$ cat src/rtl/assert_macros.svh
// Assertion macros for the RTL modules; sctt_engine uses them.
// Expects clk_i and rst_ni in the scope where a macro is used.
`ifndef ASSERT_MACROS_SVH
`define ASSERT_MACROS_SVH

// Concurrent check, sampled on clk_i, off while rst_ni is low.
`define SCTT_ASSERT(label, prop) \
  label: assert property (@(posedge clk_i) disable iff (!rst_ni) (prop)) \
    else $error("assertion failed");

// Same-cycle implication.
`define SCTT_ASSERT_IMPLY(label, ante, cons) \
  `SCTT_ASSERT(label, (ante) |-> (cons))

// Next-cycle implication.
`define SCTT_ASSERT_NEXT(label, ante, cons) \
  `SCTT_ASSERT(label, (ante) |=> (cons))

`endif

$ cat src/rtl/sctt_pkg.sv
// Package for the session close timer table: widths, codes and defaults.
// No dependencies.
package sctt_pkg;

  localparam int unsigned SESSIONS_DEF   = 1024;
  localparam int unsigned COUNT_W        = 32;
  localparam int unsigned ENTRY_W        = COUNT_W + 1;
  localparam int unsigned SID_W          = 10;
  localparam int unsigned APB_ADDR_W     = 2;
  localparam int unsigned APB_DATA_W     = 32;
  localparam logic [COUNT_W-1:0] RELOAD_RST = 32'd1000;

  localparam logic [APB_ADDR_W-1:0] REG_RELOAD_ADDR = 2'd0;

  localparam logic OP_SCAN = 1'b0;
  localparam logic OP_ARM  = 1'b1;

  typedef enum logic [2:0] {
    S_CLEAR = 3'b001,
    S_IDLE  = 3'b010,
    S_SCAN  = 3'b100
  } eng_state_e;

endpackage

$ cat src/rtl/sctt_engine.sv
// Request sequencer: clearing pass, arm writes, scan read-modify-write, result register.
// Depends on sctt_pkg and assert_macros.svh; drives the timer RAM port.
`include "assert_macros.svh"

module sctt_engine
  import sctt_pkg::*;
#(
  parameter int unsigned SESSIONS = SESSIONS_DEF,
  localparam int unsigned PTR_W   = $clog2(SESSIONS)
) (
  input  logic               clk_i,
  input  logic               rst_ni,
  input  logic               in_valid_i,
  output logic               in_ready_o,
  input  logic               opcode_i,
  input  logic [SID_W-1:0]   session_id_i,
  output logic               out_valid_o,
  input  logic               out_ready_i,
  output logic [SID_W-1:0]   released_session_o,
  input  logic [COUNT_W-1:0] reload_i,
  output logic               mem_we_o,
  output logic [PTR_W-1:0]   mem_addr_o,
  output logic [ENTRY_W-1:0] mem_wdata_o,
  input  logic [ENTRY_W-1:0] mem_rdata_i
);

  localparam logic [PTR_W-1:0] LAST = PTR_W'(SESSIONS - 1);

  eng_state_e         state_q, state_d;
  logic [PTR_W-1:0]   ptr_q, ptr_d;
  logic [PTR_W-1:0]   clr_q, clr_d;
  logic               out_valid_q, out_valid_d;
  logic [SID_W-1:0]   rel_q, rel_d;

  logic               acc;
  logic               sid_ok;
  logic               ent_act;
  logic [COUNT_W-1:0] ent_cnt;
  logic               release_now;

  assign in_ready_o  = (state_q == S_IDLE) && (!out_valid_q || out_ready_i);
  assign acc         = in_valid_i && in_ready_o;
  assign sid_ok      = (32'(session_id_i) < 32'(SESSIONS));
  assign ent_act     = mem_rdata_i[ENTRY_W-1];
  assign ent_cnt     = mem_rdata_i[COUNT_W-1:0];
  assign release_now = (state_q == S_SCAN) && ent_act && (ent_cnt == '0);

  always_comb begin
    state_d     = state_q;
    ptr_d       = ptr_q;
    clr_d       = clr_q;
    mem_we_o    = 1'b0;
    mem_addr_o  = ptr_q;
    mem_wdata_o = '0;
    case (state_q)
      S_CLEAR: begin
        mem_we_o   = 1'b1;
        mem_addr_o = clr_q;
        clr_d      = clr_q + 1'b1;
        if (clr_q == LAST) begin
          state_d = S_IDLE;
        end
      end
      S_IDLE: begin
        if (acc) begin
          if (opcode_i == OP_ARM) begin
            mem_we_o    = sid_ok;
            mem_addr_o  = PTR_W'(session_id_i);
            mem_wdata_o = {1'b1, reload_i};
          end else begin
            state_d = S_SCAN;
          end
        end
      end
      S_SCAN: begin
        mem_we_o    = ent_act;
        mem_wdata_o = (ent_cnt != '0) ? {1'b1, ent_cnt - 1'b1} : '0;
        ptr_d       = (ptr_q == LAST) ? '0 : ptr_q + 1'b1;
        state_d     = S_IDLE;
      end
      default: begin
        state_d = S_IDLE;
      end
    endcase
  end

  always_comb begin
    out_valid_d = out_valid_q;
    rel_d       = rel_q;
    if (release_now) begin
      out_valid_d = 1'b1;
      rel_d       = SID_W'(ptr_q);
    end else if (out_ready_i) begin
      out_valid_d = 1'b0;
    end
  end

  always_ff @(posedge clk_i or negedge rst_ni) begin
    if (!rst_ni) begin
      state_q     <= S_CLEAR;
      ptr_q       <= '0;
      clr_q       <= '0;
      out_valid_q <= 1'b0;
    end else begin
      state_q     <= state_d;
      ptr_q       <= ptr_d;
      clr_q       <= clr_d;
      out_valid_q <= out_valid_d;
    end
  end

  always_ff @(posedge clk_i) begin
    rel_q <= rel_d;
  end

  assign out_valid_o        = out_valid_q;
  assign released_session_o = rel_q;

  `SCTT_ASSERT_IMPLY(a_scan_slot_free, state_q == S_SCAN, !out_valid_q)
  `SCTT_ASSERT_NEXT(a_scan_follows, acc && (opcode_i == OP_SCAN), state_q == S_SCAN)
  `SCTT_ASSERT_NEXT(a_ptr_hold, state_q != S_SCAN, $stable(ptr_q))
  `SCTT_ASSERT_IMPLY(a_result_from_scan, $rose(out_valid_q), $past(state_q == S_SCAN))

endmodule

$ cat config.mk
export PLATFORM = sky130hd
export DESIGN_NAME = sctt_engine
export DESIGN_NICKNAME = d
export VERILOG_FILES = /design/src/rtl/sctt_pkg.sv /design/src/rtl/sctt_engine.sv
export VERILOG_INCLUDE_DIRS = /design/src /design/src/rtl
export SDC_FILE = /design/constraint.sdc
export NUM_CORES = 1
export LEC_CHECK = 0
export BUFFER_PORTS_ARGS = -buffer_cell sky130_fd_sc_hd__buf_4
export CORE_UTILIZATION = 25
export DETAILED_ROUTE_END_ITERATION = 6
export PLACE_DENSITY = 0.49
export REMOVE_ABC_BUFFERS = 1
export SLEW_MARGIN = 15
export SYNTH_ARGS = -nofsm -noshare
export SYNTH_HDL_FRONTEND = slang
export SYNTH_SLANG_ARGS = --single-unit
$ cat constraint.sdc
create_clock -name clk_i -period 3.65 [get_ports clk_i]
set_input_delay 0.73 -clock clk_i [delete_from_list [all_inputs] [get_ports clk_i]]
set_output_delay 0.73 -clock clk_i [all_outputs]
set_load 0.03 [all_outputs]
==> out/results.tsv, run 1 <==
metric	value	unit
clk_latency	0.29	ns
cts_num_sinks	34	
num_antenna_cells	0	
dr.first_iter.drc_count	118	
timing.critical_path.to_type	primary output	
timing.final.setup_violations	0	
via_cell_ratio	4.557	
slew_headroom	60.38	%
final_hold_vios	0	
setup.worst_path.start_class	input port	
worstRegToRegCells	5	
die_x	103.7	um
grt_remaining_overflow	0	
cts_repair_resize_count	0	
skew	0.008952	ns
numCtsBuffers	5	
final_cell_count_no_fill	574	
max_freq	282.8	MHz
cts_hold_repair.buffers	0	
yosysWarningCount	0	
final_common_cell	sky130_fd_sc_hd__buf_4	
placed_cells	566	
drv.max_cap_violation_count	0	
worst-setup-path-type	input port to primary output	
grt_start_max_net_pins	34	
netlist.top_cell.by_area	sky130_fd_sc_hd__dfrtp_1	
ctsHtreeMaxLevel	2	
postSynthAreaPerCell	8.670	um2
multi_input_area	1613	um2
grt_first_pass_wirelength	12790	um
crit_family	simple AND/OR/NAND/NOR gates	
post_synth_instance_area	2584	um2
mostFrequentLayoutCells	143 x sky130_fd_sc_hd__buf_4, 57 x sky130_fd_sc_hd__nand2_1, 35 x sky130_fd_sc_hd__xnor2_1, 26 x sky130_fd_sc_hd__o21ai_0, 23 x sky130_fd_sc_hd__dfrtp_1	
yosys-top-cells-area	sky130_fd_sc_hd__dfrtp_1 22%, sky130_fd_sc_hd__xnor2_1 12%, sky130_fd_sc_hd__edfxtp_1 12%, sky130_fd_sc_hd__nand2_1 8.3%, sky130_fd_sc_hd__o21ai_0 5.0%	
number_of_global_route_vias_before_repair	2534	
timing.critical_path.buf_inv	3	
place_congestion	0.8088	
initial_core_util	26.07	%
clock_tree.buffer_depth	2	
area.sequential	902.1	um2
synth_seq_cells	34	
filler_cell_count	1063	
final_period_minus_worst_setup_slack	3.536	ns
seq_power_share	31.7	%
power.clock.fraction	24.1	%
count_of_flip_flops_with_a_built_in_enable_after_synthesis	10	
powerDensity	366.4	nW/um2
vias	2616	
cp_slowest_cell	sky130_fd_sc_hd__or4_4	
setup_tns	0	ns
post_synth_num_cell_types	47	
synthesis.instances	298	
synth-main-ff-cell	sky130_fd_sc_hd__dfrtp_1	
worst_min_path_class	input port to asynchronous set/reset pin	
detailedPlacementHpwl	6298	um
outcome	complete, no violations	
core_area	9910	um2
die_h	103.7	um
grt_antenna_before_repair	0	
worst_ep_required_time	2.92	ns
synth-async-reset-ratio	70.59	%
p_switching	0.5524	mW
timing.critical_path.slowest_cell_delay	0.56	ns
synth_sequential_area_ratio	34.92	%
design.final.nets	524	
power.leakage	1.816	nW
netlist.area_leader.share	22.28	%
worst-slew-pin-transition	0.5889	ns
finalMaxSlewViolations	0	
top_ports	136	
wl_final	7660	um
switching_share	38.23	%
standard_cell_row_count	36	
ir_worst_vdd	0.2981	mV
critPathMaxFanout	10	
pwr-share-comb	44.2	%
layout-area-overhead-vs-synth	52.64	%
drt_pre_antenna_iters	4	
drive_above_1_share	39.23	%
cp.arrival	2.81	ns
crit_chain	buf_4 -> or4_4 -> or4_4 -> buf_12 -> nor4_4 -> xnor2_1 -> o21ai_1 -> buf_4	
drt_drc_violations_left	0	
critical_path_cell_count	8	
cts.repair_timing.setup_buffer_count	0	
placement.io_buffers	135	
die_area	10750	um2
cell_internal_pwr	0.8927	mW
clock_tree_from_tritoncts	yes	
ctsRootBufferMaster	sky130_fd_sc_hd__clkbuf_8	
routed_wire_length_per_instance	13.34	um
clkTransAtPathRegs	0.07	ns
global_route_usage_over_all_layers	14.39	%
rsz_0062_raised_after_global_routing	false	
final_antenna_net_count	0	
final.period_utilization	96.87	%
[power groups by stage]
stage	Combinational [mW]	Clock (mW)	Sequential (mW)
2_1_floorplan	0.363	0	0.452
3_3_place_gp	0.640	0	0.465
3_5_place_dp	0.641	0	0.466
4_1_cts	0.643	0.354	0.458
5_1_grt	0.685	0.374	0.465
6_report	0.638	0.348	0.458
[Yosys cell counts, drive strengths merged (2+ instances only)]
cell type and n:
a21o 10, a22o 8, and3 6, buf 6, clkbuf 5, dfrtp 23, edfxtp 10, ha 4
inv 4, nand2 57, nand3 11, nand4 3, nor2 21, nor2b 2, nor3 10, nor3b 3
nor4 12, o21ai 35, or3 2, or4 6, xnor2 35, xor2 10
[routing by layer]
| metal | GRT usage, % | vias up | part of all wire, % | routed length, um |
|---|---|---|---|---|
| met2 | 23.97 | 103 | 46 | 3534 |
| met5 | 0 | - | 0 | 0 |
| met4 | 3.163 | 0 | 0.87 | 67 |
| met3 | 2.580 | 6 | 5.4 | 411 |
| li1 | - | 1346 | - | - |
| met1 | 19.40 | 1161 | 48 | 3646 |
[flip-flops by register name, summed over array words and instances, names as in the netlist]
register            cells
state_q                 3
ptr_q                  10
clr_q                  10
out_valid_o             1
released_session_o     10
[through the flow]
step	hold slack (ns)	total power [mW]	setup slack [ns]	area (um2)	utilization, %
3_3_place_gp	0.4870	1.104	0.08836	3830	38.65
6_report	0.3316	1.445	0.1144	3944	39.80
2_1_floorplan	0.4344	0.8145	-0.1703	2525	-
5_1_grt	0.3452	1.523	0.001332	3944	39.80
3_5_place_dp	0.4927	1.106	0.1015	3830	38.65
4_1_cts	0.3445	1.455	0.09690	3944	39.80
[path summary, 6_finish.rpt]
path                                               end  slack, ns                   start
worst max-delay path                   mem_wdata_o[31]       0.11         mem_rdata_i[12]
worst min-delay path              clr_q[8]$_DFFE_PN0N_       0.33                  rst_ni
worst max register to register    clr_q[9]$_DFFE_PN0N_       1.64  state_q[0]$_DFFE_PN1P_
worst min register to register    clr_q[8]$_DFFE_PN0N_       0.51    clr_q[8]$_DFFE_PN0N_
max in group asynchronous       state_q[0]$_DFFE_PN1P_       3.03                  rst_ni
min in group clk_i                clr_q[8]$_DFFE_PN0N_       0.51    clr_q[8]$_DFFE_PN0N_
[cell families after synthesis]
kind of cell | after synthesis | synth area share, %
flip-flops | 34 | 34.92
AO/OA/AOI/OAI | 60 | 15.16
AND/OR/NAND/NOR | 139 | 29.44
buffers and inverters | 15 | 2.857
XOR/XNOR | 45 | 15.25
adder cells (fa/ha/maj) | 4 | 1.937
multiplexers | 1 | 0.4358
[layout make-up]
class / count / share of cell area (%)
clock buffer: 5 / 1.745
clock inverter: 3 / 1.142
inverter: 4 / 0.3807
multi-input combinational: 249 / 40.89
sequential: 34 / 22.87
tap: 133 / 4.220
timing repair buffer: 146 / 28.74
No activity file was read; power rests on OpenSTA's default activity.
==> run 2: changes to the inputs <==
--- a/config.mk
+++ b/config.mk
@@ -6,6 +6,7 @@
 export SDC_FILE = /design/constraint.sdc
 export NUM_CORES = 1
 export LEC_CHECK = 0
+export ABC_CLOCK_PERIOD_IN_PS = 3650
 export BUFFER_PORTS_ARGS = -buffer_cell sky130_fd_sc_hd__buf_4
 export CORE_UTILIZATION = 25
 export DETAILED_ROUTE_END_ITERATION = 6
==> constraint.sdc (replaced) <==
create_clock -name clk_i -period 3.65 [get_ports clk_i]
set_input_delay 0.5475 -clock clk_i [delete_from_list [all_inputs] [get_ports clk_i]]
set_output_delay 0.5475 -clock clk_i [all_outputs]
set_load 0.03 [all_outputs]
==> run 2 against run 1 <==
Net effect: global-route usage up 0.21 points; clock skew down 0.0037 ns; die area unchanged; cell area down 1.1%; sequential power about the same; count of clock-buffer cells in the layout unchanged; sequential share of layout area up 0.26 points; critical path type unchanged; critical endpoint is now mem_wdata_o[13].
==> out/results.tsv, run 2 (synthesis gave the netlist of run 1 again) <==
metric	value	unit	change
outcome	complete, no violations		
filler_cell_count	1045		-1.7%
ctsRootBufferMaster	sky130_fd_sc_hd__clkbuf_8		
die_h	103.7	um	unchanged
num_antenna_cells	0		unchanged
dr.first_iter.drc_count	122		+3.4%
vias	2623		+0.27%
worst-slew-pin-transition	0.6961	ns	+0.1073 ns
worst_min_path_class	input port to asynchronous set/reset pin		
grt_start_max_net_pins	34		unchanged
grt_remaining_overflow	0		unchanged
cts_repair_resize_count	0		unchanged
timing.final.setup_violations	0		unchanged
clock_tree_from_tritoncts	yes		
clock_tree.buffer_depth	2		unchanged
worst-setup-path-type	input port to primary output		
timing.critical_path.to_type	primary output		
placedInstanceArea	3762	um2	-1.8%
cts_hold_repair.buffers	0		unchanged
worstRegToRegCells	5		unchanged
grt_first_pass_wirelength	12880	um	+0.65%
r2r-end	ptr_q[3]$_DFFE_PN0N_		
max_freq	301.1	MHz	+6.5%
routed_wire_length_per_instance	13.58	um	+1.8%
cell_internal_pwr	0.9493	mW	+6.3%
r2r_start	state_q[1]$_DFFE_PN0P_		
final_common_cell	sky130_fd_sc_hd__buf_4		
cp.arrival	2.77	ns	-0.04 ns
design.final.nets	520		-0.76%
p_switching	0.5509	mW	-0.28%
post-route-cell-area	3900	um2	-1.1%
mostFrequentLayoutCells	142 x sky130_fd_sc_hd__buf_4, 57 x sky130_fd_sc_hd__nand2_1, 35 x sky130_fd_sc_hd__xnor2_1, 26 x sky130_fd_sc_hd__o21ai_0, 23 x sky130_fd_sc_hd__dfrtp_1		
pwr-share-comb	41.4	%	-2.8 points
slew_headroom	53.42	%	-7.0 points
via_cell_ratio	4.602		+0.97%
critPathMaxFanout	33		+23
timing.critical_path.from	mem_rdata_i[12]		
final_period_minus_worst_setup_slack	3.321	ns	-0.2150 ns
detailedPlacementHpwl	6323	um	+0.39%
final.period_utilization	90.98	%	-5.9 points
grt_antenna_before_repair	0		unchanged
rsz_0062_raised_after_global_routing	false		
drive_above_1_share	38.67	%	-0.56 points
seq_power_share	30.6	%	-1.1 points
drv.max_cap_violation_count	0		unchanged
setup_tns	0	ns	unchanged
final_hold_vios	0		unchanged
skew	0.005295	ns	-0.003657 ns
worst_ep_required_time	3.10	ns	+0.18 ns
die_area	10750	um2	unchanged
standard_cell_row_count	36		unchanged
layout-area-overhead-vs-synth	50.94	%	
cts_num_sinks	34		unchanged
ctsHtreeMaxLevel	2		unchanged
global_route_usage_over_all_layers	14.60	%	+0.21 points
switching_share	36.72	%	-1.5 points
power.clock.fraction	28.0	%	+3.9 points
top_ports	136		unchanged
clkTransAtPathRegs	0.07	ns	about the same
finalMaxSlewViolations	0		unchanged
powerDensity	384.6	nW/um2	+5.0%
core_area	9910	um2	unchanged
ir_worst_vdd	0.2591	mV	-13%
initial_core_util	26.07	%	unchanged
power.leakage	1.799	nW	-0.90%
setup.worst_path.start_class	input port		
drt_pre_antenna_iters	4		unchanged
final_cell_count_no_fill	570		-0.70%
numCtsBuffers	5		unchanged
placement.io_buffers	135		unchanged
fin_util	39.36	%	-0.44 points
place_congestion	0.8033		-0.68%
cts.repair_timing.setup_buffer_count	0		unchanged
placed_cells	562		-0.71%
clk_latency	0.29	ns	about the same
final_antenna_net_count	0		unchanged
drt_drc_violations_left	0		unchanged
r2r_slack	1.81	ns	+0.17 ns
wl_final	7743	um	+1.1%
die_x	103.7	um	unchanged
number_of_global_route_vias_before_repair	2525		-0.36%
[run 2: layer usage]
layer	part of all wire, %	track usage, %	up-vias
li1	-	-	1335
met1	45	18.45	1169
met2	47	25.70	109
met3	6.7	2.832	10
met4	1.1	3.061	0
met5	0	0	-
[run 2: worst max-delay path by stage]
stage,cells past startpoint,end
finish,7,mem_wdata_o[13]
global route,7,mem_wdata_o[17]
CTS,7,mem_wdata_o[31]
detailed placement,7,mem_wdata_o[31]
global placement,7,mem_wdata_o[31]
floorplan,5,mem_addr_o[1]
[run 2: area by class of cell]
| class | count | area (um2) | area share, % |
|---|---|---|---|
| sequential | 34 | 902.1 | 23.13 |
| timing repair buffer | 142 | 1066 | 27.33 |
| inverter | 4 | 15.01 | 0.3850 |
| multi-input combinational | 249 | 1613 | 41.35 |
| tap | 133 | 166.4 | 4.267 |
| clock inverter | 3 | 68.82 | 1.765 |
| clock buffer | 5 | 68.82 | 1.765 |
[run 2: per-stage QoR]
stage | power (mW) | hold slack, ns | setup slack [ns]
floorplan | 0.8145 | 0.2519 | 0.01219
global placement | 1.088 | 0.4721 | 0.3509
detailed placement | 1.090 | 0.4718 | 0.3004
CTS | 1.510 | 0.1594 | 0.2939
global route | 1.582 | 0.1572 | 0.1687
finish | 1.500 | 0.1462 | 0.3293
[run 2: critical path, cell delays in order]
cell and delay, ns:
sky130_fd_sc_hd__buf_4 0.13, sky130_fd_sc_hd__or4_4 0.56, sky130_fd_sc_hd__or4_4 0.50, sky130_fd_sc_hd__nor2_1 0.13
sky130_fd_sc_hd__a21o_2 0.49, sky130_fd_sc_hd__o21ai_0 0.20, sky130_fd_sc_hd__buf_4 0.20
[run 2: power groups by stage]
stage | Sequential (mW) | Combinational, mW | Clock (mW)
4_1_cts | 0.459 | 0.626 | 0.425
3_5_place_dp | 0.466 | 0.624 | 0
5_1_grt | 0.466 | 0.670 | 0.446
6_report | 0.460 | 0.621 | 0.420
3_3_place_gp | 0.465 | 0.623 | 0
2_1_floorplan | 0.452 | 0.363 | 0
==> run 3: changes to the inputs <==
--- a/config.mk
+++ b/config.mk
@@ -6,11 +6,12 @@
 export SDC_FILE = /design/constraint.sdc
 export NUM_CORES = 1
 export LEC_CHECK = 0
+export ABC_AREA = 1
 export ABC_CLOCK_PERIOD_IN_PS = 3650
 export BUFFER_PORTS_ARGS = -buffer_cell sky130_fd_sc_hd__buf_4
 export CORE_UTILIZATION = 25
 export DETAILED_ROUTE_END_ITERATION = 6
-export PLACE_DENSITY = 0.49
+export PLACE_DENSITY = 0.47
 export REMOVE_ABC_BUFFERS = 1
 export SLEW_MARGIN = 15
 export SYNTH_ARGS = -nofsm -noshare
==> run 3 against run 2 <==
Net effect: the run now ends with DRC left; critical path type unchanged; synthesized cell count grew 58%; flip-flop and latch count is the same; non-clock buffer count shrank 4; sequential power shrank 3%; wire length grew 28%; cell area grew 12%; count of clock-buffer cells in the layout grew 2; critical endpoint is now mem_wdata_o[24]; sequential share of layout area shrank 2.4 points; critical path depth grew 4; worst setup slack gained 0.57 ns.
==> out/results.tsv, run 3 <==
metric	value	unit	change
final_period_minus_worst_setup_slack	2.748	ns	-0.5727 ns
drv.max_cap_violation_count	0		unchanged
cp.arrival	2.20	ns	-0.57 ns
post_synth_instance_area	3013	um2	+17%
placed_cells	744		+32%
grt_remaining_overflow	0		unchanged
final_cell_count_no_fill	752		+32%
final_common_cell	sky130_fd_sc_hd__nand2_1		
grt_first_pass_wirelength	15880	um	+23%
worst_min_path_class	input port to asynchronous set/reset pin		
seq_power_share	27.0	%	-3.6 points
postSynthAreaPerCell	6.383	um2	-26%
core_area	11560	um2	+17%
skew	0.006316	ns	+0.001021 ns
clock_tree_from_tritoncts	yes		
number_of_global_route_vias_before_repair	3316		+31%
cts_hold_repair.buffers	0		unchanged
p_switching	0.6335	mW	+15%
area.sequential	902.1	um2	unchanged
ys_top_cells_by_count	146 x sky130_fd_sc_hd__nand2_1, 70 x sky130_fd_sc_hd__nor2_1, 44 x sky130_fd_sc_hd__inv_1, 44 x sky130_fd_sc_hd__nand3_1, 25 x sky130_fd_sc_hd__o21ai_0		
grt_antenna_before_repair	0		unchanged
outcome	complete, but fails checks		
rsz_0062_raised_after_global_routing	false		
numCtsBuffers	5		unchanged
filler_cell_count	1246		+19%
placement.io_buffers	135		unchanged
cell_internal_pwr	1.014	mW	+6.8%
worstRegToRegCells	6		+1
drt_pre_antenna_iters	7		+3
setup.worst_path.start_class	input port		
timing.final.setup_violations	0		unchanged
clkTransAtPathRegs	0.05	ns	-0.02 ns
finalMaxSlewViolations	0		unchanged
worst_ep_required_time	3.10	ns	about the same
cts_repair_resize_count	0		unchanged
initial_core_util	26.05	%	about the same
detailedPlacementHpwl	8205	um	+30%
multi_input_area	1886	um2	+17%
ctsHtreeMaxLevel	2		unchanged
drt_drc_violations_left	4		+4
netlist.top_cell.by_area	sky130_fd_sc_hd__dfrtp_1		
num_antenna_cells	0		unchanged
clk_latency	0.28	ns	about the same
cts_num_sinks	34		unchanged
dr.first_iter.drc_count	154		+26%
synth_sequential_area_ratio	29.94	%	-5.0 points
die_x	111.8	um	+7.8%
ctsRootBufferMaster	sky130_fd_sc_hd__clkbuf_16		
vias	3418		+30%
cts.repair_timing.setup_buffer_count	0		unchanged
standard_cell_row_count	39		+8.3%
powerDensity	378.5	nW/um2	-1.6%
timing.critical_path.to_type	primary output		
final_antenna_net_count	0		unchanged
die_h	111.8	um	+7.8%
clock_tree.buffer_depth	2		unchanged
switching_share	38.46	%	+1.7 points
critPathMaxFanout	14		-58%
global_route_usage_over_all_layers	16.03	%	+1.4 points
worst-setup-path-type	input port to primary output		
drive_above_1_share	28.57	%	-10 points
layout-area-overhead-vs-synth	44.44	%	
slew_headroom	60.13	%	+6.7 points
netlist.area_leader.share	19.10	%	-3.2 points
synth-main-ff-cell	sky130_fd_sc_hd__dfrtp_1		
post_synth_num_cell_types	32		-32%
yosysWarningCount	0		unchanged
yosysMostFrequentCell	sky130_fd_sc_hd__nand2_1		
power.clock.fraction	30.1	%	+2.1 points
power.leakage	2.023	nW	+12%
synth-async-reset-ratio	70.59	%	unchanged
fin_util	37.63	%	-1.7 points
pwr-share-comb	42.8	%	+1.4 points
top_ports	136		unchanged
wl_final	9893	um	+28%
final.period_utilization	75.29	%	-16 points
final_hold_vios	0		unchanged
die_area	12490	um2	+16%
yosys-top-cells-area	sky130_fd_sc_hd__dfrtp_1 19%, sky130_fd_sc_hd__nand2_1 18%, sky130_fd_sc_hd__edfxtp_1 10%, sky130_fd_sc_hd__nor2_1 8.7%, sky130_fd_sc_hd__nand3_1 7.3%		
max_freq	363.9	MHz	+21%
mostFrequentLayoutCells	146 x sky130_fd_sc_hd__nand2_1, 138 x sky130_fd_sc_hd__buf_4, 70 x sky130_fd_sc_hd__nor2_1, 44 x sky130_fd_sc_hd__inv_1, 44 x sky130_fd_sc_hd__nand3_1		
worst-slew-pin-transition	0.5974	ns	-0.09879 ns
setup_tns	0	ns	unchanged
ir_worst_vdd	0.1978	mV	-24%
synthesis.instances	472		+58%
via_cell_ratio	4.545		-1.2%
design.final.nets	692		+33%
count_of_flip_flops_with_a_built_in_enable_after_synthesis	10		unchanged
routed_wire_length_per_instance	13.16	um	-3.2%
place_congestion	0.8020		-0.16%
grt_start_max_net_pins	34		unchanged
violations_in_the_final_reports	DRC		
synth_seq_cells	34		unchanged
## run 3: metal layers
| layer | up-vias | share of wire [%] | global-route usage (%) |
|---|---|---|---|
| met5 | - | 0 | 0 |
| met4 | 0 | 0.88 | 3.423 |
| met3 | 9 | 5.2 | 3.266 |
| met2 | 85 | 48 | 27.37 |
| met1 | 1546 | 46 | 20.77 |
| li1 | 1778 | - | - |
## run 3: path summary, 6_finish.rpt
check	start	endpoint	slack [ns]
max	mem_rdata_i[0]	mem_wdata_o[24]	0.90
min	rst_ni	ptr_q[9]$_DFFE_PN0N_	0.17
min reg2reg	ptr_q[5]$_DFFE_PN0N_	released_session_o[5]$_DFFE_PP_	0.50
max reg2reg	state_q[0]$_DFFE_PN1P_	clr_q[9]$_DFFE_PN0N_	1.78
max in group asynchronous	rst_ni	state_q[0]$_DFFE_PN1P_	3.18
min in group clk_i	opcode_i	state_q[2]$_DFFE_PN0P_	0.44
## run 3: worst max-delay path: stages
cell	delay [ns]
sky130_fd_sc_hd__buf_4	0.09
sky130_fd_sc_hd__inv_1	0.07
sky130_fd_sc_hd__ha_1	0.23
sky130_fd_sc_hd__nand2_1	0.07
sky130_fd_sc_hd__nor2_1	0.05
sky130_fd_sc_hd__nand2_2	0.10
sky130_fd_sc_hd__nor2_2	0.06
sky130_fd_sc_hd__nor2_2	0.46
sky130_fd_sc_hd__nand3_1	0.24
sky130_fd_sc_hd__nand2_1	0.11
sky130_fd_sc_hd__buf_4	0.16
## run 3: metrics by stage
stage | hold slack (ns) | total power, mW | instance area, um2 | worst slack (ns)
finish | 0.1675 | 1.647 | 4352 | 0.9020
global route | 0.1859 | 1.745 | 4352 | 0.7200
CTS | 0.1773 | 1.666 | 4352 | 0.8559
detailed placement | 0.4777 | 1.166 | 4179 | 0.8613
global placement | 0.4747 | 1.165 | 4179 | 0.8462
floorplan | 0.2519 | 0.8457 | 2958 | 0.7883
## run 3: area by class of cell
class | count | area share [%]
sequential | 34 | 20.73
multi-input combinational | 382 | 43.33
inverter | 47 | 4.054
clock inverter | 1 | 0.6901
clock buffer | 7 | 3.278
tap | 143 | 4.112
timing repair buffer | 138 | 23.81
## run 3: logic make-up after synthesis
kind of cell    Yosys count  synth area share, %
flops                    34                29.94
compound gates           52                9.261
buf+inv                  56                7.682
fa+ha+maj                 4                1.661
xor+xnor                 28                8.140
simple gates            298                43.31
## run 3: power groups by stage
| stage | Combinational [mW] | Clock [mW] | Sequential (mW) |
|---|---|---|---|
| 6_report | 0.706 | 0.496 | 0.446 |
| 5_1_grt | 0.770 | 0.527 | 0.448 |
| 4_1_cts | 0.716 | 0.505 | 0.445 |
| 3_5_place_dp | 0.714 | 0 | 0.452 |
| 3_3_place_gp | 0.714 | 0 | 0.451 |
| 2_1_floorplan | 0.406 | 0 | 0.440 |
